===== src/design/fcse_pkg.sv =====
package fcse_pkg;

  localparam int TEMP_W      = 8;
  localparam int DUTY_W      = 8;
  localparam int CHAN_W      = 2;
  localparam int SLOPE_W     = 12;
  localparam int SCALE_SHIFT = 4;                          // slope scale of 16
  localparam int NUM_W       = DUTY_W + SCALE_SHIFT + 1;   // scaled diff plus half divisor
  localparam int REM_W       = TEMP_W;
  localparam int WORK_W      = REM_W + NUM_W;
  localparam int LANES       = 3;

  typedef enum logic [1:0] {
    STATUS_ENCODED = 2'd0,
    STATUS_SKIPPED = 2'd1,
    STATUS_INVALID = 2'd2
  } status_t;

  // per-segment divider lane: divisor plus {remainder, numerator/quotient} word
  typedef struct packed {
    logic [TEMP_W-1:0] dt;
    logic [WORK_W-1:0] work;
  } lane_t;

  // fields that ride alongside the divider untouched
  typedef struct packed {
    status_t           status;
    logic [CHAN_W-1:0] chan;
    logic [TEMP_W-1:0] temp_a;
    logic [DUTY_W-1:0] duty_a;
    logic [TEMP_W-1:0] temp_b;
    logic [DUTY_W-1:0] duty_b;
  } meta_t;

  // one restoring division step: remainder takes the next numerator bit,
  // quotient bit shifts in at the bottom
  function automatic logic [WORK_W-1:0] div_step(input logic [WORK_W-1:0] w,
                                                 input logic [TEMP_W-1:0] dt);
    logic [REM_W:0]   sh;
    logic [NUM_W-1:0] nb;
    logic [REM_W-1:0] rem;
    sh  = {w[WORK_W-1 -: REM_W], w[NUM_W-1]};
    nb  = {w[NUM_W-2:0], 1'b0};
    rem = sh[REM_W-1:0];
    if (sh >= {1'b0, dt}) begin
      rem   = REM_W'(sh - {1'b0, dt});
      nb[0] = 1'b1;
    end
    return {rem, nb};
  endfunction

endpackage


===== src/design/fan_curve_slope_encoder_unit.sv =====
// fan curve slope encoder
// input channel: in_valid/in_ready with one fan's four-point curve (four
// temperatures, four raw duty bytes) and the fan channel
// output channel: out_valid/out_ready with the status, the echoed channel,
// points two and three, and the three rounded sixteenfold segment slopes
// a curve of all zeros reports skipped, non-rising temperatures report
// invalid; both give zero points and slopes
// throughput: one transaction per cycle while out_ready is held high; the
// slopes come from three restoring dividers laid out as a pipeline,
// STEPS_PER_STAGE quotient bits per stage
// an accepted curve passes the prep stage register and then each divider
// stage register, and the last of these drives out_valid
// each stage holds its data while the stage after it is full and stalled;
// empty stages keep filling, so in_ready only drops once every stage is full
// and the receiver holds out_ready low
// reset (rst_n low, synchronous) empties the pipeline; no result is lost or
// repeated across a stall
module fan_curve_slope_encoder_unit #(
  parameter int STEPS_PER_STAGE = 4
) (
  input  logic                         clk,
  input  logic                         rst_n,
  input  logic                         in_valid,
  output logic                         in_ready,
  input  logic [fcse_pkg::CHAN_W-1:0]  in_fan_channel,
  input  logic [fcse_pkg::TEMP_W-1:0]  in_temp_point0,
  input  logic [fcse_pkg::TEMP_W-1:0]  in_temp_point1,
  input  logic [fcse_pkg::TEMP_W-1:0]  in_temp_point2,
  input  logic [fcse_pkg::TEMP_W-1:0]  in_temp_point3,
  input  logic [fcse_pkg::DUTY_W-1:0]  in_duty_point0,
  input  logic [fcse_pkg::DUTY_W-1:0]  in_duty_point1,
  input  logic [fcse_pkg::DUTY_W-1:0]  in_duty_point2,
  input  logic [fcse_pkg::DUTY_W-1:0]  in_duty_point3,
  output logic                         out_valid,
  input  logic                         out_ready,
  output logic [1:0]                   out_status,
  output logic [fcse_pkg::CHAN_W-1:0]  out_channel_echo,
  output logic [fcse_pkg::TEMP_W-1:0]  out_sent_temp_a,
  output logic [fcse_pkg::DUTY_W-1:0]  out_sent_duty_a,
  output logic [fcse_pkg::TEMP_W-1:0]  out_sent_temp_b,
  output logic [fcse_pkg::DUTY_W-1:0]  out_sent_duty_b,
  output logic [fcse_pkg::SLOPE_W-1:0] out_slope_first,
  output logic [fcse_pkg::SLOPE_W-1:0] out_slope_second,
  output logic [fcse_pkg::SLOPE_W-1:0] out_slope_third
);
  import fcse_pkg::*;

  // number of divider stages after the prep stage
  localparam int NSTG = (NUM_W + STEPS_PER_STAGE - 1) / STEPS_PER_STAGE;

  // stage 0 is prep, stages 1..NSTG run the dividers, stage NSTG drives the outputs
  logic              valid_r [0:NSTG];
  meta_t             meta_r  [0:NSTG];
  lane_t             lane_r  [0:NSTG][0:LANES-1];
  logic [NSTG:0]     rdy;

  meta_t             meta_nxt;
  lane_t             lane_nxt [0:LANES-1];

  // a stage may load when it is empty or its contents move on this cycle
  always_comb begin
    rdy[NSTG] = !valid_r[NSTG] || out_ready;
    for (int k = NSTG - 1; k >= 0; k--) begin
      rdy[k] = !valid_r[k] || rdy[k+1];
    end
  end

  assign in_ready = rdy[0];

  // prep: classify the curve and form dividend and divisor per segment
  always_comb begin
    logic [TEMP_W-1:0] t [0:3];
    logic [DUTY_W-1:0] d [0:3];
    logic              all_zero;
    logic              rising;
    logic              encode;
    t = '{in_temp_point0, in_temp_point1, in_temp_point2, in_temp_point3};
    d = '{in_duty_point0, in_duty_point1, in_duty_point2, in_duty_point3};
    all_zero = 1'b1;
    rising   = 1'b1;
    for (int i = 0; i < 4; i++) begin
      if (t[i] != '0 || d[i] != '0) all_zero = 1'b0;
    end
    for (int i = 0; i < 3; i++) begin
      if (t[i+1] <= t[i]) rising = 1'b0;
    end
    encode = !all_zero && rising;

    meta_nxt.chan   = in_fan_channel;
    meta_nxt.status = all_zero ? STATUS_SKIPPED : (rising ? STATUS_ENCODED : STATUS_INVALID);
    meta_nxt.temp_a = encode ? t[1] : '0;
    meta_nxt.duty_a = encode ? d[1] : '0;
    meta_nxt.temp_b = encode ? t[2] : '0;
    meta_nxt.duty_b = encode ? d[2] : '0;

    for (int i = 0; i < LANES; i++) begin
      // falling or flat duty clamps to zero; a dead curve divides 0 by 1
      if (encode) begin
        lane_nxt[i].dt = TEMP_W'(t[i+1] - t[i]);
      end else begin
        lane_nxt[i].dt = TEMP_W'(1);
      end
      if (encode && d[i+1] > d[i]) begin
        lane_nxt[i].work = {{REM_W{1'b0}},
          NUM_W'({DUTY_W'(d[i+1] - d[i]), {SCALE_SHIFT{1'b0}}})
          + NUM_W'(lane_nxt[i].dt >> 1)};
      end else begin
        lane_nxt[i].work = '0;
      end
    end
  end

  always_ff @(posedge clk) begin
    if (!rst_n) begin
      valid_r[0] <= 1'b0;
    end else if (rdy[0]) begin
      valid_r[0] <= in_valid;
    end
    if (rdy[0] && in_valid) begin
      meta_r[0] <= meta_nxt;
      lane_r[0] <= lane_nxt;
    end
  end

  // divider stages, each a slice of the restoring division
  for (genvar k = 1; k <= NSTG; k++) begin : g_div
    localparam int FIRST = (k - 1) * STEPS_PER_STAGE;
    lane_t work_nxt [0:LANES-1];

    always_comb begin
      logic [WORK_W-1:0] w;
      for (int l = 0; l < LANES; l++) begin
        w = lane_r[k-1][l].work;
        for (int j = 0; j < STEPS_PER_STAGE; j++) begin
          if (FIRST + j < NUM_W) w = div_step(w, lane_r[k-1][l].dt);
        end
        work_nxt[l].dt   = lane_r[k-1][l].dt;
        work_nxt[l].work = w;
      end
    end

    always_ff @(posedge clk) begin
      if (!rst_n) begin
        valid_r[k] <= 1'b0;
      end else if (rdy[k]) begin
        valid_r[k] <= valid_r[k-1];
      end
      if (rdy[k] && valid_r[k-1]) begin
        meta_r[k] <= meta_r[k-1];
        lane_r[k] <= work_nxt;
      end
    end
  end

  // outputs straight from the last stage; quotient sits in the low bits
  assign out_valid        = valid_r[NSTG];
  assign out_status       = meta_r[NSTG].status;
  assign out_channel_echo = meta_r[NSTG].chan;
  assign out_sent_temp_a  = meta_r[NSTG].temp_a;
  assign out_sent_duty_a  = meta_r[NSTG].duty_a;
  assign out_sent_temp_b  = meta_r[NSTG].temp_b;
  assign out_sent_duty_b  = meta_r[NSTG].duty_b;
  assign out_slope_first  = lane_r[NSTG][0].work[SLOPE_W-1:0];
  assign out_slope_second = lane_r[NSTG][1].work[SLOPE_W-1:0];
  assign out_slope_third  = lane_r[NSTG][2].work[SLOPE_W-1:0];

`ifndef SYNTHESIS
  // an accepted transaction lands in the prep stage
  a_accept_fills: assert property (@(posedge clk) disable iff (!rst_n)
    (in_valid && in_ready) |=> valid_r[0])
    else $error("accepted transaction missing from prep stage");

  // an empty output stage never blocks the input
  a_no_false_stall: assert property (@(posedge clk) disable iff (!rst_n)
    !valid_r[NSTG] |-> in_ready)
    else $error("input stalled with empty output stage");

  // skipped or invalid curves carry zero slopes
  a_dead_zero: assert property (@(posedge clk) disable iff (!rst_n)
    (out_valid && out_status != STATUS_ENCODED) |->
      (out_slope_first == '0 && out_slope_second == '0 && out_slope_third == '0
       && out_sent_temp_a == '0 && out_sent_temp_b == '0))
    else $error("non-encoded result with nonzero payload");

  // quotient never spills past the slope field
  a_slope_fits: assert property (@(posedge clk) disable iff (!rst_n)
    out_valid |-> (lane_r[NSTG][0].work[NUM_W-1:SLOPE_W] == '0
                   && lane_r[NSTG][1].work[NUM_W-1:SLOPE_W] == '0
                   && lane_r[NSTG][2].work[NUM_W-1:SLOPE_W] == '0))
    else $error("slope quotient overflow");
`endif

endmodule


===== config.mk =====
export PLATFORM = sky130hd
export DESIGN_NAME = fan_curve_slope_encoder_unit
export DESIGN_NICKNAME = d
export VERILOG_FILES = /design/src/design/fcse_pkg.sv /design/src/design/fan_curve_slope_encoder_unit.sv
export SDC_FILE = /design/constraint.sdc
export NUM_CORES = 1
export LEC_CHECK = 0
export BUFFER_PORTS_ARGS = -buffer_cell sky130_fd_sc_hd__clkbuf_2
export CORE_MARGIN = 2
export CORE_UTILIZATION = 50
export CTS_CLUSTER_DIAMETER = 200
export DETAILED_ROUTE_END_ITERATION = 10
export GPL_TIMING_DRIVEN = 0
export PLACE_DENSITY = 0.67
export SLEW_MARGIN = 10
export SYNTH_ARGS = -nofsm -noshare
export SYNTH_HDL_FRONTEND = slang
export SYNTH_SLANG_ARGS = --single-unit

===== constraint.sdc =====
create_clock -name clk -period 36 [get_ports clk]
set_input_delay 7.2 -clock clk [delete_from_list [all_inputs] [get_ports clk]]
set_output_delay 7.2 -clock clk [all_outputs]
set_load 0.02 [all_outputs]

==> results of run 1 <==
report_power, final:
part	switching, mW	total (mW)	internal, mW	leakage, nW
combinational	0.585	1.09	0.507	10.5
clock	0.251	0.622	0.371	0.962
sequential	0.0128	0.774	0.761	5.09
area by class of cell:
type	instances	area, sq um	share of cell area (%)
Clock buffer	69	1490	3.83
Tap cell	931	1160	2.99
Buffer	101	667	1.71
Timing Repair Buffer	161	1120	2.86
Clock inverter	38	529	1.36
Multi-Input combinational cell	2120	16600	42.6
Inverter	348	1310	3.35
Antenna cell	11	27.5	0.0706
Sequential cell	536	16100	41.3
synthesized netlist by cell type (all sizes together), types with 6 or more instances:
cell type	n
nand2b	33
a211o	11
nand4	49
o221ai	7
o21ai	162
buf	76
inv	348
nor2	247
or2	18
xor2	69
a21oi	152
clkbuf	25
o221a	6
mux2	110
mux2i	42
o21a	25
a21o	76
or4	6
a21boi	23
or3	19
nor2b	74
o31ai	16
o21bai	34
nand3	45
fa	42
a31oi	14
a311oi	6
and2	18
and3	22
nor4b	6
nand2	142
a221o	6
nor4	28
nor3	39
edfxtp	535
o211ai	11
xnor2	132
nor3b	7
a211oi	14
ha	351
per-layer routing:
| layer | vias to the layer above | global-route usage [%] |
|---|---|---|
| li1 | 11700 | - |
| met1 | 11500 | 30.6 |
| met2 | 559 | 37.2 |
| met3 | 184 | 4.74 |
| met4 | 28 | 7.91 |
| met5 | - | 0 |
cell families (layout without fill, tap and decap cells):
| group | count (synthesis) | in the layout | synth area share (%) |
|---|---|---|---|
| adders and majority gates | 393 | 393 | 15.1 |
| muxes | 152 | 152 | 4.93 |
| DFF | 536 | 536 | 46.5 |
| and+or+nand+nor | 770 | 770 | 11.1 |
| buffers and inverters | 449 | 717 | 5.70 |
| xor gates and xnor gates | 201 | 201 | 5.09 |
| AOI/OAI and AO/OA | 604 | 604 | 11.6 |
| other | 0 | 11 | 0 |
registers in the layout (all words and copies together) (netlist names):
| register | flops |
|---|---|
| lane_r | 351 |
| valid_r | 5 |
| meta_r | 180 |
critical path: stages:
cell	delay (ns)
clkbuf_2	0.08
nor2b_1	0.43
and3_1	0.32
and2_1	0.29
nand2_1	0.13
clkbuf_2	0.17
final timing paths:
kind	start	end	slack (ns)	cells past startpoint
min	meta_r[0][10]	meta_r[0][46]	0.41	0
min reg2reg	meta_r[0][10]	meta_r[0][46]	0.41	0
max	out_ready	in_ready	20.18	6
max reg2reg	lane_r[0][225]	lane_r[0][305]	25.45	39
through the flow:
| stage | cell area (sq um) | hold WS (ns) | instances |
|---|---|---|---|
| after floorplan | 34600 | 0.400 | 3105 |
| after global placement | 36500 | 0.401 | 4178 |
| after detailed placement | 36900 | 0.405 | 4197 |
| after CTS | 39000 | 0.397 | 4304 |
| after global routing | 39000 | 0.414 | 4311 |
| final | 39000 | 0.407 | 4315 |
==> results.tsv, run 1 <==
stage	metric	value	unit
layout	mostFrequentLayoutCells	edfxtp_1 (535), ha_1 (351), inv_1 (341)	
run_status	status	completed	
place	pre_cts_ws	20.20	ns
timing	slew_headroom	31.4	%
route	ant_nets	0	
route	top_layer	met5	
clock_network	post-cts-setup-buffers	0	
synth	avgSynthCellArea	11.1	sq um
global_routing	grt.overflow.total	0	
global_routing	track_usage	22.9	%
timing	tightest_slew	1.02	ns
layout	layout-drive-gt1-share	14.7	%
layout	layout_commonest_cell	edfxtp_1	
floorplanning	ios	144	
route	vias	23900	
synth	syn_inst	3105	
clock_network	root_buffer	clkbuf_16	
global_routing	grt_pass1_wl	128000	microns
critical_path	cp-start-kind	primary input	
route	routed_wl	81600	microns
synth	yosys_warnings	0	
clock_network	hold_buffers	0	
global_routing	antenna_found_initial	24	
place	io_buffers	142	
critical_path	cp-end-kind	output port	
synth	synth-edff-count	535	
synth	synth_area	34600	sq um
clock_network	htreeDepth	2	
critical_path	cp.required	28.80	ns
power_and_ir_drop	fin_total_pwr	2.49	mW
floorplanning	coreArea	68600	sq um
timing	post-route-period-util	44.0	%
power_and_ir_drop	ir_worst_vdd	0.0517	mV
timing	drv_slew	0	
power_and_ir_drop	power.density	63.8	nW/um^2
layout	layout.nets	3789	
timing	fmax	0.0632	GHz
floorplanning	die-area	71300	sq um
route	drt_iter0_markers	1621	
route	met1_length	36400	microns
route	firstDrtPassIters	5	
route	met2_length	37700	microns
layout	utilization	56.8	%
critical_path	critPathArrivalTime	8.62	ns
critical_path	path_class	in -> out	
clock_network	cts.sinks	536	
job	maxCapViolations	0	
clock_network	numCtsBuffers	58	
timing	finalSetupTns	0	ns
timing	fin_ws	20.18	ns
synth	synth_cell_type_count	85	
route	viasPerCell	5.53	
clock_network	clock_latency	0.63	ns
clock_network	clockBufferDepth	3	
timing	rsz0062_at_grt	no	
clock_network	cts_tree	built	
timing	final-setup-viol-count	0	
global_routing	grt_max_degree	66	
synth	async_flop_share	0	%
route	drcViolationCount	0	
critical_path	critPathMaxFanout	5	
synth	synth_seq_cells	536	
timing	final_hold_viol_count	0	
route	wl_met3	4540	microns
place	hpwl	64600	microns
synth	yosys.area.top_type	edfxtp_1	
clock_network	postCtsResizedCells	0	
floorplanning	fp-row-count	96	
synth	yosys.area.top_type_share	46.4	%
synth	synth_area_leaders	edfxtp_1 (46%), ha_1 (13%), inv_1 (3.7%)	
hold_path	min_path_type	reg -> reg	
route	wl_per_cell	18.9	microns
power_and_ir_drop	p_leak	16.5	nW
place	place_congestion	0.917	
layout	syn_to_final_growth	12.7	%
synth	seq_area_frac_synth	46.5	%
clock_network	cts.reportedPaths.clkPinSlew	0.06	ns
layout	nFillCells	5700	
timing	skew	0.0233	ns
synth	synth_ff_type	edfxtp_1	
synth	synthesis.nets	3568	
floorplanning	die_y	267	microns
global_routing	grt_pass1_vias	23900	
timing	period_needed	15.82	ns
floorplanning	die_x	267	microns
floorplanning	initial_core_util	50.5	%
Power figures use the tool's default switching activity.
==> run 2: changes to the inputs <==
Settings changed: ABC_AREA set to 1.
Clock period 36 ns to 15.18 ns, I/O delays scaled along.
==> run 2 against run 1 <==
Net effect: final area up 3.4%; first-iteration DRC count is 5.1% higher; setup slack got worse by 12 ns; critical path type unchanged; critical endpoint unchanged; sequential cell count unchanged; routed wire length shrank 0.40%; area after synthesis grew 4.0%; synthesized cell count increased by 25%.
==> results.tsv, run 2 <==
stage	metric	value	unit	change
clock_network	hold_buffers	0		unchanged
synth	synthXorXnorAreaFrac	4.60	%	-0.49 points
synth	yosys.area.top_type_share	44.6	%	-1.8 points
global_routing	antenna_found_initial	8		-67%
synth	async_flop_share	0	%	unchanged
floorplanning	ios	144		unchanged
synth	yosys.area.top_type	edfxtp_1		
critical_path	cp.required	12.14	ns	-16.66 ns
clock_network	postCtsResizedCells	0		unchanged
synth	synth_ff_type	edfxtp_1		
synth	synthesis.nets	4346		+22%
critical_path	path_buf_inv	5		+3
global_routing	grt_pass1_wl	130000	microns	+1.2%
route	routed_wl	81300	microns	-0.40%
synth	synth.most_common_cell	nand2_1		
place	hpwl	63900	microns	-1.2%
critical_path	path_delay_family	simple AND/OR/NAND/NOR gates		
synth	synth-edff-count	535		unchanged
timing	fin_ws	7.73	ns	-12.45 ns
critical_path	cpMostUsedCell	nor2_1		
job	maxCapViolations	0		unchanged
synth	synthSimpleGateAreaFrac	19.8	%	+8.7 points
floorplanning	die_x	272	microns	+2.0%
timing	rsz0062_at_grt	no		
timing	post-route-period-util	49.1	%	
floorplanning	die-area	74200	sq um	+4.0%
route	firstDrtPassIters	6		+1
layout	fin_cells	5099		+18%
critical_path	r2r_start	lane_r[0][167]		
synth	synthTopCellsByCount	nand2_1 (859), inv_1 (550), edfxtp_1 (535)		
critical_path	worstReg2RegEnd	lane_r[0][245]		
route	vias	26400		+11%
timing	skew	0.0225	ns	-0.000838 ns
clock_network	cts_tree	built		
route	drcViolationCount	0		unchanged
critical_path	critPathMaxFanout	4		-1
floorplanning	die_y	272	microns	+2.0%
place	pre_cts_ws	7.75	ns	-12.45 ns
critical_path	reg2regPathDepth	38		-2.6%
floorplanning	fp-row-count	98		+2.1%
synth	yosys_warnings	0		unchanged
synth	yosys.area_share.adder	14.5	%	-0.59 points
synth	synth-compound-area-share	8.21	%	-3.4 points
synth	synth_seq_cells	536		unchanged
global_routing	grt.overflow.total	0		unchanged
timing	final-setup-viol-count	0		unchanged
clock_network	cts.reportedPaths.clkPinSlew	0.06	ns	about the same
critical_path	cp-start-kind	primary input		
global_routing	grt_max_degree	79		+20%
layout	utilization	56.5	%	-0.38 points
route	drt_iter0_markers	1703		+5.1%
place	io_buffers	143		+0.70%
clock_network	post-cts-setup-buffers	0		unchanged
critical_path	path_class	in -> out		
hold_path	holdPathEnd	meta_r[0][143]		
hold_path	hp-start	meta_r[0][107]		
global_routing	track_usage	22.0	%	-0.93 points
synth	synth_area	36000	sq um	+4.0%
synth	synth_top_family_by_area	simple AND/OR/NAND/NOR gates		
synth	synth_cell_type_count	61		-28%
synth	seq_area_frac_synth	44.7	%	-1.8 points
critical_path	r2r_setup_slack	7.81	ns	-17.64 ns
layout	layout.nets	4563		+20%
clock_network	clockBufferDepth	3		unchanged
layout	largest_register_ffs	351		unchanged
clock_network	root_buffer	clkbuf_16		
layout	layout_commonest_cell	nand2_1		
route	wl_per_cell	15.9	microns	-16%
floorplanning	initial_core_util	50.5	%	about the same
clock_network	numCtsBuffers	59		+1.7%
place	place_congestion	0.903		-1.5%
layout	syn_to_final_growth	11.9	%	
timing	drv_slew	0		unchanged
global_routing	grt_pass1_vias	24700		+3.1%
layout	mostFrequentLayoutCells	nand2_1 (859), inv_1 (548), edfxtp_1 (535)		
run_status	status	completed		
timing	tightest_slew	0.777	ns	-0.245 ns
hold_path	min_path_type	reg -> reg		
timing	final_hold_viol_count	0		unchanged
clock_network	htreeDepth	2		unchanged
place	placed_cells	4989		+19%
synth	synth_area_leaders	edfxtp_1 (45%), ha_1 (12%), nand2_1 (9.0%)		
synth	syn_inst	3883		+25%
synth	avgSynthCellArea	9.27	sq um	-17%
critical_path	path_cells	clkbuf_2 -> nor2_1 -> inv_1 -> nor2_1 -> inv_1 -> nor2_1 -> inv_1 -> nor2_1 -> nand2_1 -> clkbuf_2		
layout	layout-drive-gt1-share	13.4	%	-1.3 points
hold_path	whs_path_depth	0		unchanged
critical_path	critPathArrivalTime	4.41	ns	-4.21 ns
timing	finalSetupTns	0	ns	unchanged
synth	muxShareOfSynthArea	0	%	-4.9 points
route	viasPerCell	5.18		-6.5%
layout	top_register	lane_r		
critical_path	slowest_delay	0.28	ns	-0.15 ns
route	ant_nets	0		unchanged
floorplanning	coreArea	71400	sq um	+4.0%
timing	period_needed	7.45	ns	
layout	reg.largest.list	lane_r: 351 flops, meta_r: 180 flops, valid_r: 5 flops		
timing	fmax	0.134	GHz	
critical_path	cp-end-kind	output port		
timing	slew_headroom	48.2	%	+17 points
critical_path	critPathSlowestCell	nor2_1		
clock_network	cts.sinks	536		unchanged
clock_network	clock_latency	0.64	ns	about the same
[run 2: how the worst max path moves through the flow]
| stage | depth (start not counted) | from | to |
|---|---|---|---|
| detailed placement | 10 | out_ready | in_ready |
| floorplan | 8 | out_ready | lane_r[0][100] |
| finish | 10 | out_ready | in_ready |
| CTS | 10 | out_ready | in_ready |
| global route | 39 | lane_r[0][167] | lane_r[0][245] |
| global placement | 9 | out_ready | lane_r[0][116] |
[run 2: logic make-up after synthesis]
kind of cell,count (synthesis)
and+or+nand+nor,1588
buffers and inverters,675
DFF,536
AOI/OAI and AO/OA,502
adders and majority gates,393
xor gates and xnor gates,189
[run 2: worst reg2reg max path: cells and delay by family, from the launching register on]
kind	cells	cell delay, ns
buffers and inverters	4	0.68
adder cells (fa/ha/maj)	4	1.23
AO/OA/AOI/OAI	11	2.41
flip-flops	1	0.49
AND/OR/NAND/NOR	19	2.30
[run 2: stage by stage]
stage / hold slack, ns / instance area, sq um
floorplan: 0.400 / 36000
global placement: 0.400 / 37900
detailed placement: 0.405 / 38200
CTS: 0.412 / 40300
global route: 0.421 / 40300
finish: 0.408 / 40300
[run 2: cell type report]
| cell class | count | area [sq um] |
|---|---|---|
| multi-input combinational | 2672 | 17000 |
| buffer | 104 | 811 |
| sequential | 536 | 16100 |
| tap | 950 | 1190 |
| fill | 6306 | 31100 |
| timing repair buffer | 156 | 1010 |
| inverter | 571 | 2160 |
| clock inverter | 46 | 539 |
| clock buffer | 63 | 1510 |
| antenna | 1 | 2.50 |
[run 2: routing by layer]
layer | GRT usage [%] | routed length (microns)
met2 | 34.7 | 36000
met1 | 31.0 | 37800
met4 | 5.80 | 1910
met3 | 4.22 | 5440
met5 | 0 | 100
Power of run 2 is left out: the tool's default activity adds up to more than one toggle a clock period on the data nets, which glitch-free logic cannot reach.
==> run 3: changes to the inputs <==
Clock period 15.18 ns to 7.2 ns, I/O delays scaled along.
==> run 3 against run 2 <==
Net effect: final area up 1.7%; largest cell class unchanged; utilization up 0.97 points; cell count up 0.75%; setup slack worse by 7.2 ns; via count up 0.76%; die area unchanged; sequential share of layout area down 0.67 points; clock-buffer cell count up 4; non-clock buffer count up 36; clock skew up 0.017 ns.
==> results.tsv, run 3 (synthesis results as in run 2) <==
stage	metric	value	unit	change
layout	syn_to_final_growth	13.8	%	
place	placed_cells	4989		unchanged
layout	layout-drive-gt1-share	16.0	%	+2.7 points
clock_network	hold_buffers	0		unchanged
layout	reg.largest.list	lane_r: 351 flops, meta_r: 180 flops, valid_r: 5 flops		
timing	fmax	0.149	GHz	
timing	drv_slew	0		unchanged
global_routing	antenna_found_initial	6		-2
timing	whs	0.412	ns	+0.00406 ns
clock_network	cts.reportedPaths.clkPinSlew	0.06	ns	about the same
route	vias	26600		+0.76%
timing	post-route-period-util	93.2	%	
timing	slew_headroom	50.4	%	+2.2 points
critical_path	cpMostUsedCell	nand2_1		
layout	regArea	16100	sq um	unchanged
timing	final_hold_viol_count	0		unchanged
route	firstDrtPassIters	8		+2
timing	period_needed	6.71	ns	
hold_path	whs_path_depth	0		unchanged
route	met2_length	36400	microns	+1.1%
hold_path	min_path_type	reg -> reg		
clock_network	cts_tree	built		
clock_network	clockBufferDepth	3		unchanged
route	ant_nets	0		unchanged
route	top_layer	met5		
floorplanning	die-area	74200	sq um	unchanged
route	wl_per_cell	16.0	microns	+0.45%
timing	final-setup-viol-count	0		unchanged
job	maxCapViolations	0		unchanged
clock_network	clock_latency	0.65	ns	about the same
timing	skew	0.0394	ns	+0.0169 ns
global_routing	grt.overflow.total	0		unchanged
layout	mostFrequentLayoutCells	nand2_1 (857), edfxtp_1 (535), inv_1 (514)		
place	hpwl	63900	microns	about the same
floorplanning	die_y	272	microns	unchanged
floorplanning	coreArea	71400	sq um	unchanged
clock_network	numCtsBuffers	59		unchanged
layout	multiInputGateArea	17400	sq um	+2.4%
critical_path	cp-start-kind	register		
route	met1_length	38100	microns	+0.79%
floorplanning	fp-row-count	98		unchanged
clock_network	root_buffer	clkbuf_16		
layout	fin_cells	5137		+0.75%
route	routed_wl	82300	microns	+1.2%
global_routing	track_usage	22.1	%	+0.14 points
layout	layout_commonest_cell	nand2_1		
route	wl_met3	5480	microns	+0.70%
layout	top_register	lane_r		
global_routing	grt_pass1_wl	130000	microns	+0.67%
critical_path	slowest_delay	0.40	ns	+0.12 ns
timing	tightest_slew	0.743	ns	-0.0334 ns
layout	largest_register_ffs	351		unchanged
run_status	status	completed		
global_routing	grt_max_degree	82		+3.8%
critical_path	critPathSlowestCell	edfxtp_1		
route	drt_iter0_markers	1831		+7.5%
layout	nFillCells	6290		-0.25%
clock_network	htreeDepth	2		unchanged
critical_path	cp.required	7.60	ns	-4.54 ns
critical_path	path_class	reg -> reg		
layout	layout.nets	4600		+0.81%
critical_path	critPathMaxFanout	10		+6
place	place_congestion	0.932		+3.2%
critical_path	reg2regPathDepth	40		+5.3%
critical_path	cp-end-kind	register		
clock_network	cts.sinks	536		unchanged
route	drcViolationCount	0		unchanged
critical_path	critPathArrivalTime	7.12	ns	+2.71 ns
timing	finalSetupTns	0	ns	unchanged
floorplanning	die_x	272	microns	unchanged
floorplanning	ios	144		unchanged
floorplanning	initial_core_util	50.5	%	unchanged
global_routing	grt_pass1_vias	24700		+0.081%
route	viasPerCell	5.18		about the same
place	io_buffers	143		unchanged
[run 3: cell types whose count changed in the layout (fill, tap and decap cells not counted), moves of 9 or more]
cell / before / now
inv_1: 548 / 514
a21oi_1: 253 / 244
o21ai_0: 77 / 57
ha_1: 351 / 333
o21ai_2: 24 / 39
buf_4: 82 / 116
inv_2: 18 / 48
ha_4: 0 / 9
ha_2: 0 / 9
[run 3: timing repair]
action | in CTS | in global routing
cloned | 0 | 1
setup buffers | 0 | 36
setup endpoints to repair | 17 | 80
resized for setup | 4 | 128
pin swaps | 0 | 21
[run 3: per-stage QoR]
stage          setup slack [ns]  area, sq um  util, %
3_3_place_gp              -1.69        37900     53.1
4_1_cts                  0.0213        40300     56.5
6_report                  0.486        41000     57.4
5_1_grt                 -0.0498        41000     57.4
2_1_floorplan             0.436        36000        -
3_5_place_dp            -0.0472        38300     53.6
[run 3: layout make-up]
cell class | count | share of cell area, %
diodes | 2 | 0.0122
clock inverters | 42 | 1.31
clock buffers | 67 | 3.68
well taps | 950 | 2.90
plain buffers | 104 | 1.99
multi-input cells | 2673 | 42.4
inverters | 571 | 5.30
repair buffers | 192 | 3.16
flip-flops and latches | 536 | 39.2
[run 3: final timing paths]
kind	slack [ns]	from	end
worst max register to register	0.49	lane_r[0][172]	lane_r[0][251]
worst min-delay path	0.41	meta_r[0][53]	meta_r[0][89]
worst max-delay path	0.49	lane_r[0][172]	lane_r[0][251]
worst min register to register	0.41	meta_r[0][53]	meta_r[0][89]
[run 3: worst max-delay path: cells and delay by family, from the launching register on]
family / cells / cell delay (ns)
AO/OA/AOI/OAI: 11 / 2.09
adder cells (fa/ha/maj): 4 / 1.09
buffers and inverters: 6 / 0.80
flip-flops: 1 / 0.40
AND/OR/NAND/NOR: 19 / 2.06
[run 3: metal layers]
metal  track usage, %  up-vias
li1                 -    13500
met5                0        -
met4             5.83        8
met1             32.0    12300
met2             34.5      647
met3             3.65      129
Power of run 3 is left out for the same reason.
